## config.mk

```make
export PLATFORM = sky130hd
export DESIGN_NAME = slot_table_first_free_core
export DESIGN_NICKNAME = d
export VERILOG_FILES = /design/src/design/stff_pkg.sv /design/src/design/stff_ctrl.sv /design/src/design/stff_dp.sv /design/src/design/slot_table_first_free_core.sv
export SDC_FILE = /design/constraint.sdc
export NUM_CORES = 2
export LEC_CHECK = 0
export BUFFER_PORTS_ARGS = -buffer_cell sky130_fd_sc_hd__buf_2
export CORE_UTILIZATION = 41
export CTS_BUF_LIST = sky130_fd_sc_hd__clkbuf_8
export CTS_CLUSTER_SIZE = 8
export DETAILED_ROUTE_END_ITERATION = 10
export HOLD_SLACK_MARGIN = 0.03
export MAX_ROUTING_LAYER = met4
export PLACE_DENSITY = 0.56
export SLEW_MARGIN = 25
export SYNTH_ARGS = -nofsm -noshare
export SYNTH_HDL_FRONTEND = slang
export SYNTH_SLANG_ARGS = --single-unit
```

## constraint.sdc

```tcl
create_clock -name clk -period 8.93 [get_ports clk]
set_input_delay 1.786 -clock clk [delete_from_list [all_inputs] [get_ports clk]]
set_output_delay 1.786 -clock clk [all_outputs]
set_load 0.1 [all_outputs]
```

## src/design/stff_pkg.sv

```systemverilog
// ----------------------------------------------------------------------------
// stff_pkg: shared types and constants for the slot table
// Sizes, action and status codes, and the command/status structs that run
// between the controller and the datapath.
// ----------------------------------------------------------------------------
package stff_pkg;

	localparam int SLOTS    = 64;
	localparam int HANDLE_W = 16;
	localparam int POS_W    = $clog2(SLOTS);
	localparam int CNT_W    = $clog2(SLOTS + 1);
	localparam int ACT_W    = 3;
	localparam int STAT_W   = 2;

	// free-slot search: groups of GRP slots, encoded per group, then across groups
	localparam int GRP    = 8;
	localparam int GRP_W  = $clog2(GRP);
	localparam int NGRP   = SLOTS / GRP;
	localparam int NGRP_W = $clog2(NGRP);

	localparam int IN_BITS  = ACT_W + 2 * POS_W + HANDLE_W + 1;
	localparam int IN_W     = ((IN_BITS + 7) / 8) * 8;
	localparam int OUT_BITS = HANDLE_W + 1 + STAT_W + POS_W + 2 * CNT_W;
	localparam int OUT_W    = ((OUT_BITS + 7) / 8) * 8;

	localparam logic [CNT_W-1:0] MAX_SLOTS_RST = CNT_W'(64);

	localparam logic [ACT_W-1:0] ACT_READ  = 3'd0;
	localparam logic [ACT_W-1:0] ACT_WRITE = 3'd1;
	localparam logic [ACT_W-1:0] ACT_PUSH  = 3'd2;
	localparam logic [ACT_W-1:0] ACT_SWAP  = 3'd3;
	localparam logic [ACT_W-1:0] ACT_CLEAR = 3'd4;

	localparam logic [STAT_W-1:0] STAT_OK    = 2'd0;
	localparam logic [STAT_W-1:0] STAT_RANGE = 2'd1;
	localparam logic [STAT_W-1:0] STAT_FULL  = 2'd2;

	typedef enum logic [1:0] {
		CS_IDLE,
		CS_EXEC,
		CS_SWAP2
	} ctrl_state_t;

	typedef struct packed {
		logic load;    // capture a word, read memory, encode free groups
		logic commit;  // apply the action and fill the result register
		logic wr2;     // second memory write of a swap
	} dp_cmd_t;

	typedef struct packed {
		logic need_wr2;
	} dp_sts_t;

endpackage

```

## src/design/stff_ctrl.sv

```systemverilog
// ----------------------------------------------------------------------------
// stff_ctrl: slot table controller
// Sequences accept, execute and the optional second swap write, and owns
// the output valid flag.
// ----------------------------------------------------------------------------
module stff_ctrl
	import stff_pkg::*;
(
	input  logic    clk,
	input  logic    arst_n,
	input  logic    in_valid,
	output logic    in_ready,
	output logic    out_valid,
	input  logic    out_ready,
	input  dp_sts_t sts,
	output dp_cmd_t cmd
);

	ctrl_state_t state_q, state_nxt;
	logic        out_valid_q;
	logic        out_free;

	assign out_free = !out_valid_q || out_ready;

	always_comb begin
		state_nxt = state_q;
		case (state_q)
			CS_IDLE: begin
				if (in_valid) state_nxt = CS_EXEC;
			end
			CS_EXEC: begin
				// hold until the result register can take the word
				if (out_free) state_nxt = sts.need_wr2 ? CS_SWAP2 : CS_IDLE;
			end
			CS_SWAP2: state_nxt = CS_IDLE;
			default:  state_nxt = CS_IDLE;
		endcase
	end

	always_comb begin
		in_ready   = 1'b0;
		cmd.load   = 1'b0;
		cmd.commit = 1'b0;
		cmd.wr2    = 1'b0;
		case (state_q)
			CS_IDLE: begin
				in_ready = 1'b1;
				cmd.load = in_valid;
			end
			CS_EXEC:  cmd.commit = out_free;
			CS_SWAP2: cmd.wr2 = 1'b1;
			default: begin
				in_ready = 1'b0;
			end
		endcase
	end

	always_ff @(posedge clk or negedge arst_n) begin
		if (!arst_n) begin
			state_q     <= CS_IDLE;
			out_valid_q <= 1'b0;
		end else begin
			state_q <= state_nxt;
			if (cmd.commit) out_valid_q <= 1'b1;
			else if (out_ready) out_valid_q <= 1'b0;
		end
	end

	assign out_valid = out_valid_q;

endmodule

```

## src/design/stff_dp.sv

```systemverilog
// ----------------------------------------------------------------------------
// stff_dp: slot table datapath
// Handle memory, occupancy bits and count, limit register, two-level
// free-slot search and the result register.
// ----------------------------------------------------------------------------
module stff_dp
	import stff_pkg::*;
(
	input  logic                clk,
	input  logic                arst_n,
	input  dp_cmd_t             cmd,
	output dp_sts_t             sts,
	input  logic                cfg_valid,
	input  logic [CNT_W-1:0]    cfg_data,
	input  logic [ACT_W-1:0]    action,
	input  logic [POS_W-1:0]    pos_a,
	input  logic [POS_W-1:0]    pos_b,
	input  logic [HANDLE_W-1:0] item_handle,
	input  logic                item_valid,
	output logic [HANDLE_W-1:0] out_handle,
	output logic                out_valid,
	output logic [STAT_W-1:0]   status,
	output logic [POS_W-1:0]    placed_pos,
	output logic [CNT_W-1:0]    used_slots,
	output logic [CNT_W-1:0]    free_slots
);

	logic [HANDLE_W-1:0] mem [SLOTS];

	logic [SLOTS-1:0]    full_q, full_nxt;
	logic [CNT_W-1:0]    cnt_q, cnt_nxt;
	logic [CNT_W-1:0]    max_slots_q;
	logic [CNT_W-1:0]    lim;

	logic [ACT_W-1:0]    action_q;
	logic [POS_W-1:0]    pa_q, pb_q;
	logic [HANDLE_W-1:0] handle_q;
	logic                valid_q;
	logic                fa_q, fb_q;
	logic [HANDLE_W-1:0] rd_a_q, rd_b_q;
	logic [NGRP-1:0]     grp_any_q, grp_any;
	logic [GRP_W-1:0]    grp_idx_q [NGRP];
	logic [GRP_W-1:0]    grp_idx [NGRP];

	logic [HANDLE_W-1:0] oh;
	logic                ov;
	logic [STAT_W-1:0]   st;
	logic [POS_W-1:0]    placed;
	logic                found;
	logic [POS_W-1:0]    first_free;
	logic                pa_ok, pb_ok;
	logic                wr_en;
	logic [POS_W-1:0]    wr_addr;
	logic [HANDLE_W-1:0] wr_data;
	logic                mem_we;
	logic [POS_W-1:0]    mem_addr;
	logic [HANDLE_W-1:0] mem_wdata;

	assign lim = (max_slots_q < CNT_W'(SLOTS)) ? max_slots_q : CNT_W'(SLOTS);

	// first level of the free search: lowest free slot below the limit per group
	always_comb begin
		for (int g = 0; g < NGRP; g++) begin
			grp_any[g] = 1'b0;
			grp_idx[g] = '0;
			for (int j = GRP - 1; j >= 0; j--) begin
				if (!full_q[g*GRP + j] && (CNT_W'(g*GRP + j) < lim)) begin
					grp_any[g] = 1'b1;
					grp_idx[g] = GRP_W'(j);
				end
			end
		end
	end

	// second level: lowest group with a free slot
	always_comb begin
		found      = 1'b0;
		first_free = '0;
		for (int g = NGRP - 1; g >= 0; g--) begin
			if (grp_any_q[g]) begin
				found      = 1'b1;
				first_free = {NGRP_W'(g), grp_idx_q[g]};
			end
		end
	end

	assign pa_ok = {1'b0, pa_q} < lim;
	assign pb_ok = {1'b0, pb_q} < lim;

	always_comb begin
		oh           = '0;
		ov           = 1'b0;
		st           = STAT_OK;
		placed       = '0;
		wr_en        = 1'b0;
		wr_addr      = pa_q;
		wr_data      = handle_q;
		full_nxt     = full_q;
		cnt_nxt      = cnt_q;
		sts.need_wr2 = 1'b0;
		case (action_q)
			ACT_READ: begin
				if (!pa_ok) st = STAT_RANGE;
				else if (fa_q) begin
					oh = rd_a_q;
					ov = 1'b1;
				end
			end
			ACT_WRITE: begin
				if (!pa_ok) st = STAT_RANGE;
				else begin
					if (fa_q) begin
						oh = rd_a_q;
						ov = 1'b1;
					end
					wr_en          = valid_q;
					full_nxt[pa_q] = valid_q;
					cnt_nxt        = cnt_q - CNT_W'(fa_q) + CNT_W'(valid_q);
				end
			end
			ACT_PUSH: begin
				if (valid_q) begin
					if (cnt_q >= lim || !found) st = STAT_FULL;
					else begin
						placed               = first_free;
						wr_en                = 1'b1;
						wr_addr              = first_free;
						full_nxt[first_free] = 1'b1;
						cnt_nxt              = cnt_q + CNT_W'(1);
					end
				end
			end
			ACT_SWAP: begin
				if (!pa_ok || !pb_ok) st = STAT_RANGE;
				else if (fa_q || fb_q) begin
					// slot b takes a now, slot a takes b on the next write
					wr_en          = 1'b1;
					wr_addr        = pb_q;
					wr_data        = rd_a_q;
					full_nxt[pb_q] = fa_q;
					full_nxt[pa_q] = fb_q;
					sts.need_wr2   = 1'b1;
				end
			end
			ACT_CLEAR: begin
				full_nxt = '0;
				cnt_nxt  = '0;
			end
			default: begin
				st = STAT_OK;
			end
		endcase
	end

	assign mem_we    = (cmd.commit && wr_en) || cmd.wr2;
	assign mem_addr  = cmd.wr2 ? pa_q : wr_addr;
	assign mem_wdata = cmd.wr2 ? rd_b_q : wr_data;

	always_ff @(posedge clk) begin
		if (mem_we) mem[mem_addr] <= mem_wdata;
		if (cmd.load) begin
			rd_a_q <= mem[pos_a];
			rd_b_q <= mem[pos_b];
		end
	end

	always_ff @(posedge clk) begin
		if (cmd.load) begin
			action_q  <= action;
			pa_q      <= pos_a;
			pb_q      <= pos_b;
			handle_q  <= item_handle;
			valid_q   <= item_valid;
			fa_q      <= full_q[pos_a];
			fb_q      <= full_q[pos_b];
			grp_any_q <= grp_any;
			grp_idx_q <= grp_idx;
		end
		if (cmd.commit) begin
			out_handle <= ov ? oh : '0;
			out_valid  <= ov;
			status     <= st;
			placed_pos <= placed;
			used_slots <= cnt_nxt;
			free_slots <= (lim > cnt_nxt) ? lim - cnt_nxt : '0;
		end
	end

	always_ff @(posedge clk or negedge arst_n) begin
		if (!arst_n) begin
			full_q      <= '0;
			cnt_q       <= '0;
			max_slots_q <= MAX_SLOTS_RST;
		end else begin
			if (cmd.commit) begin
				full_q <= full_nxt;
				cnt_q  <= cnt_nxt;
			end
			if (cfg_valid) max_slots_q <= cfg_data;
		end
	end

endmodule

```

## src/design/slot_table_first_free_core.sv

```systemverilog
// Sequence: a word is accepted in idle, executed once the result register can
//   take it; the result word is then shown on the master side.
// Occupancy: one word at a time, accepted only in idle; a data-moving swap adds
//   a second-write state, since the handle memory has a single write port.
// Reset: clears occupancy, count and control, sets the slot limit to 64;
//   handle memory contents are not cleared.
// ----------------------------------------------------------------------------
// slot_table_first_free_core: slot table with first-free allocation
// Read, write, push, swap and clear on a table of item handles with a limit.
// ----------------------------------------------------------------------------
module slot_table_first_free_core
	import stff_pkg::*;
(
	input  logic             clk,
	input  logic             arst_n,
	input  logic             s_axis_tvalid,
	output logic             s_axis_tready,
	// action[2:0], pos_a[8:3], pos_b[14:9], item_handle[30:15], item_valid[31]
	input  logic [IN_W-1:0]  s_axis_tdata,
	output logic             m_axis_tvalid,
	input  logic             m_axis_tready,
	// out_handle[15:0], out_valid[16], status[18:17], placed_pos[24:19],
	// used_slots[31:25], free_slots[38:32], zero pad above
	output logic [OUT_W-1:0] m_axis_tdata,
	input  logic             cfg_valid,
	output logic             cfg_ready,
	input  logic [CNT_W-1:0] cfg_data
);

	dp_cmd_t             cmd;
	dp_sts_t             sts;
	logic [HANDLE_W-1:0] out_handle;
	logic                out_valid;
	logic [STAT_W-1:0]   status;
	logic [POS_W-1:0]    placed_pos;
	logic [CNT_W-1:0]    used_slots;
	logic [CNT_W-1:0]    free_slots;

	assign cfg_ready = 1'b1;

	stff_ctrl u_ctrl (
		.clk       (clk),
		.arst_n    (arst_n),
		.in_valid  (s_axis_tvalid),
		.in_ready  (s_axis_tready),
		.out_valid (m_axis_tvalid),
		.out_ready (m_axis_tready),
		.sts       (sts),
		.cmd       (cmd)
	);

	stff_dp u_dp (
		.clk         (clk),
		.arst_n      (arst_n),
		.cmd         (cmd),
		.sts         (sts),
		.cfg_valid   (cfg_valid),
		.cfg_data    (cfg_data),
		.action      (s_axis_tdata[ACT_W-1:0]),
		.pos_a       (s_axis_tdata[ACT_W +: POS_W]),
		.pos_b       (s_axis_tdata[ACT_W+POS_W +: POS_W]),
		.item_handle (s_axis_tdata[ACT_W+2*POS_W +: HANDLE_W]),
		.item_valid  (s_axis_tdata[ACT_W+2*POS_W+HANDLE_W]),
		.out_handle  (out_handle),
		.out_valid   (out_valid),
		.status      (status),
		.placed_pos  (placed_pos),
		.used_slots  (used_slots),
		.free_slots  (free_slots)
	);

	assign m_axis_tdata = {{(OUT_W-OUT_BITS){1'b0}}, free_slots, used_slots, placed_pos,
		status, out_valid, out_handle};

endmodule

```

==> reports/results.tsv <==
stage	metric	value	unit
status	status	finished clean	
floorplanning	die area	154900	µm²
logic_synthesis	Mean Syn Cell Area	16.72	µm²
min_path	start point of the worst hold path	u_ctrl.out_valid	
timing	TNS Setup	0	ns
logic_synthesis	most frequent cell after synthesis	edfxtp_1	
drt	1st-iter DRT viols	6289	
logic_synthesis	asr flop ratio synth	6.522	%
grt	first-pass GRT wire length	292.7	mm
critical_path	worst reg2reg startpoint	u_dp.max_slots_q[6]	
timing	Max-slew headroom	27.62	%
critical_path	required time worst endpoint	9.48	ns
logic_synthesis	top post-synthesis cells by area	edfxtp_1 (55%), mux4_2 (26%), dfrtp_1 (3.2%), nand2_1 (1.8%), clkbuf_1 (1.2%)	
grt	vias in the first global route	37560	
cts	post-CTS resize count	0	
critical_path	CP top delay family	simple AND/OR/NAND/NOR gates	
logic_synthesis	post-synth net total	3841	
grt	largest net degree at the start of global routing	110	
critical_path	Worst Setup End Kind	flop	
layout	Final nets	3909	
floorplanning	Die W	393.6	µm
logic_synthesis	synth unique cells	78	
critical_path	Arrival @ worst endpoint	6.66	ns
logic_synthesis	Synth top cells by count	edfxtp_1 (1161), mux4_2 (714), nand2_1 (301), clkbuf_1 (199), nor2_1 (172)	
power_and_ir_drop	peak supply drop	0.0001465	V
drt	routed vias/inst	6.612	
logic_synthesis	post-synth top area cell	edfxtp_1	
cts	Clock transition at path regs	0.06	ns
timing	endpoints failing hold	0	
power_and_ir_drop	PwrDens	198.8	nW/µm²
logic_synthesis	number of synthesized register bits	1242	
grt	total track usage	27.60	%
placement	PortBufs	84	
logic_synthesis	Mapped Area	62860	µm²
timing	Slew Viols, Final	0	
power_and_ir_drop	sw frac	30.01	%
timing	Final period util	68.36	%
layout	layout cell share with drive strength beyond 1	31.19	%
drt	wire per inst	34.63	µm
critical_path	flop2flop setup slack	2.83	ns
grt	initial antenna violation count	15	
timing	Final Skew	0.05261	ns
cts	TritonCTS clock tree	done	
cts	clk_lat worst skew	0.98	ns
cts	clk root buf	clkbuf_8	
critical_path	FF-to-FF End	u_dp.mem[51][7]	
critical_path	Worst path depth	11	
critical_path	FF-to-FF path depth	11	
critical_path	Crit-path slowest cell	nor2b_2	
logic_synthesis	Post-synth EDFFs	1161	
logic_synthesis	Synth Flop Type	edfxtp_1	
power_and_ir_drop	sequential power share	48.9	%
cts	Post-CTS Setup Inserts	0	
grt	global route overflow	0	
drt	final wirelength	208.6	mm
logic_synthesis	Seq/Total Area, Yosys	58.68	%
placement	RePlAce Congestion	0.9147	
power_and_ir_drop	Leakage	0.02249	µW
cts	Longest Clk Path Bufs	3	
critical_path	Setup CP Type	reg2reg	
cts	H-tree Lvls	4	
power_and_ir_drop	combinational share of power	16.7	%
drt	Vias	39830	
power_and_ir_drop	P_sw	4157	µW
logic_synthesis	synth warn	0	
critical_path	critical path cell sequence	clkinv_1, nand2_1, ha_1, a21oi_1, a21boi_0, a211oi_1, nand3_1, a41o_1, nor3_2, nor3b_1, nor2b_2	
flow_run	max cap viols	0	
cts	clock sink total	1242	
layout	Syn-to-layout area delta	10.84	%
logic_synthesis	cell count after synthesis	3759	
timing	FMAX	0.1638	GHz
critical_path	buffers plus inverters on the worst setup path	1	
min_path	WHS Endpoint	u_ctrl.out_valid	
power_and_ir_drop	P_int	9694	µW
min_path	hold crit path type	reg2reg	
timing	Period minus WS final	6.105	ns
floorplanning	die height	393.6	µm
critical_path	startpoint types	flop	
cts	# hold bufs at CTS	0	
critical_path	CP max FO	21	
drt	DRT antenna net count	0	
critical_path	CP max stage delay	0.96	ns
timing	Least-Margin Pin Slew	1.083	ns
floorplanning	# IOs	87	
layout	fin util	45.81	%
power_and_ir_drop	Clk pwr share	34.4	%
min_path	Worst Hold Depth	2	
timing	final setup fails	0	
drt	DR DRC count	0	
floorplanning	Initial Utilization	41.34	%
drt	drt first pass iters	8	
placement	DPL Wire Length	135.9	mm
timing	unrepaired setup endpoints after global routing	no	
floorplanning	Core Area	152100	µm²
floorplanning	std cell rows	143	
cts	CTS Buf Count	207	
logic_synthesis	post-synth top area share	55.46	%
per-layer routing:
layer  vias up  wire, µm  global-route usage [%]
met5         -         0                       -
met1     21010     87770                   40.33
met3       316     23860                   6.630
met2      2594     91320                   38.66
li1      15920         -                       -
met4         0      5663                   7.240
through the flow:
stage	power [µW]	hold WS, ns	instances	setup slack (ns)	instance area (µm²)
3_3_place_gp	9161	0.5024	5646	2.813	65770
2_1_floorplan	8344	0.4533	3759	2.956	62860
5_1_grt	14290	0.5589	6019	2.481	69660
4_1_cts	13890	0.5270	6013	2.721	69570
3_5_place_dp	9167	0.5067	5646	2.731	65790
6_report	13850	0.5186	6024	2.825	69680
cells by family after synthesis:
logic type | Yosys count | share of synthesized area [%]
buffers and inverters | 345 | 2.106
multiplexers | 766 | 26.42
flip-flops | 1242 | 58.68
AO/OA/AOI/OAI | 578 | 6.077
adder cells (fa/ha/maj) | 38 | 0.7802
XOR/XNOR | 6 | 0.08359
other | 2 | 0.01195
AND/OR/NAND/NOR | 782 | 5.840
power by group through the flow:
stage / clock network, µW / logic [µW] / registers, µW
6_report: 4760 / 2320 / 6770
5_1_grt: 5080 / 2440 / 6780
4_1_cts: 4840 / 2290 / 6760
3_5_place_dp: 0 / 2290 / 6880
3_3_place_gp: 0 / 2280 / 6880
2_1_floorplan: 0 / 1300 / 7050
cell usage in the layout, fill, tap and decap left out, types with 68 or more instances in the layout:
cell type / netlist / routed
a21oi_1: 95 / 94
a31oi_1: 107 / 107
buf_2: 10 / 75
buf_4: 4 / 68
clkbuf_8: 0 / 211
dfrtp_1: 80 / 80
edfxtp_1: 1161 / 1161
inv_1: 42 / 103
mux4_2: 714 / 714
nand2_1: 301 / 301
nand3_1: 97 / 95
nor2_1: 172 / 125
o21ai_0: 144 / 128
registers in the layout, summed over array words and instances, names as in the netlist, 2 cells and up, named ones only:
| register | count |
|---|---|
| u_dp.grp_any_q | 8 |
| u_dp.handle_q | 16 |
| u_dp.free_slots | 7 |
| u_dp.placed_pos | 6 |
| u_dp.pa_q | 6 |
| u_dp.out_handle | 16 |
| u_dp.mem | 1024 |
| u_dp.action_q | 3 |
| u_dp.max_slots_q | 7 |
| u_dp.pb_q | 6 |
| u_dp.rd_a_q | 16 |
| u_dp.status | 2 |
| u_dp.cnt_q | 7 |
| u_dp.rd_b_q | 16 |
| u_dp.grp_idx_q | 24 |
| u_ctrl.state_q | 2 |
| u_dp.used_slots | 7 |
worst max path at each step:
stage / startpoint / end / slack (ns)
after global placement: u_dp.max_slots_q[6] / u_dp.mem[60][12] / 2.81
after CTS: u_dp.max_slots_q[6] / u_dp.mem[1][8] / 2.72
after global routing: u_dp.max_slots_q[6] / u_dp.mem[53][7] / 2.48
after floorplan: u_dp.max_slots_q[6] / u_dp.mem[0][10] / 2.96
final: u_dp.max_slots_q[6] / u_dp.mem[51][7] / 2.83
after detailed placement: u_dp.max_slots_q[6] / u_dp.mem[3][1] / 2.73
final cells by class:
| type | instances | area [µm²] |
|---|---|---|
| sequential | 1242 | 36890 |
| clock buffer | 211 | 2904 |
| fill | 13040 | 82410 |
| inverter | 44 | 165.2 |
| antenna | 9 | 22.52 |
| multi-input combinational | 2172 | 25110 |
| clock inverter | 156 | 872.1 |
| timing repair buffer | 160 | 1169 |
| tap | 2030 | 2540 |
tightest hold or removal path, cell delays in order, from the launching register on:
cell and delay [ns]:
dfrtp_1 0.36, nand2b_1 0.07, nand2_1 0.05
No activity file was read; power rests on OpenSTA's default activity.
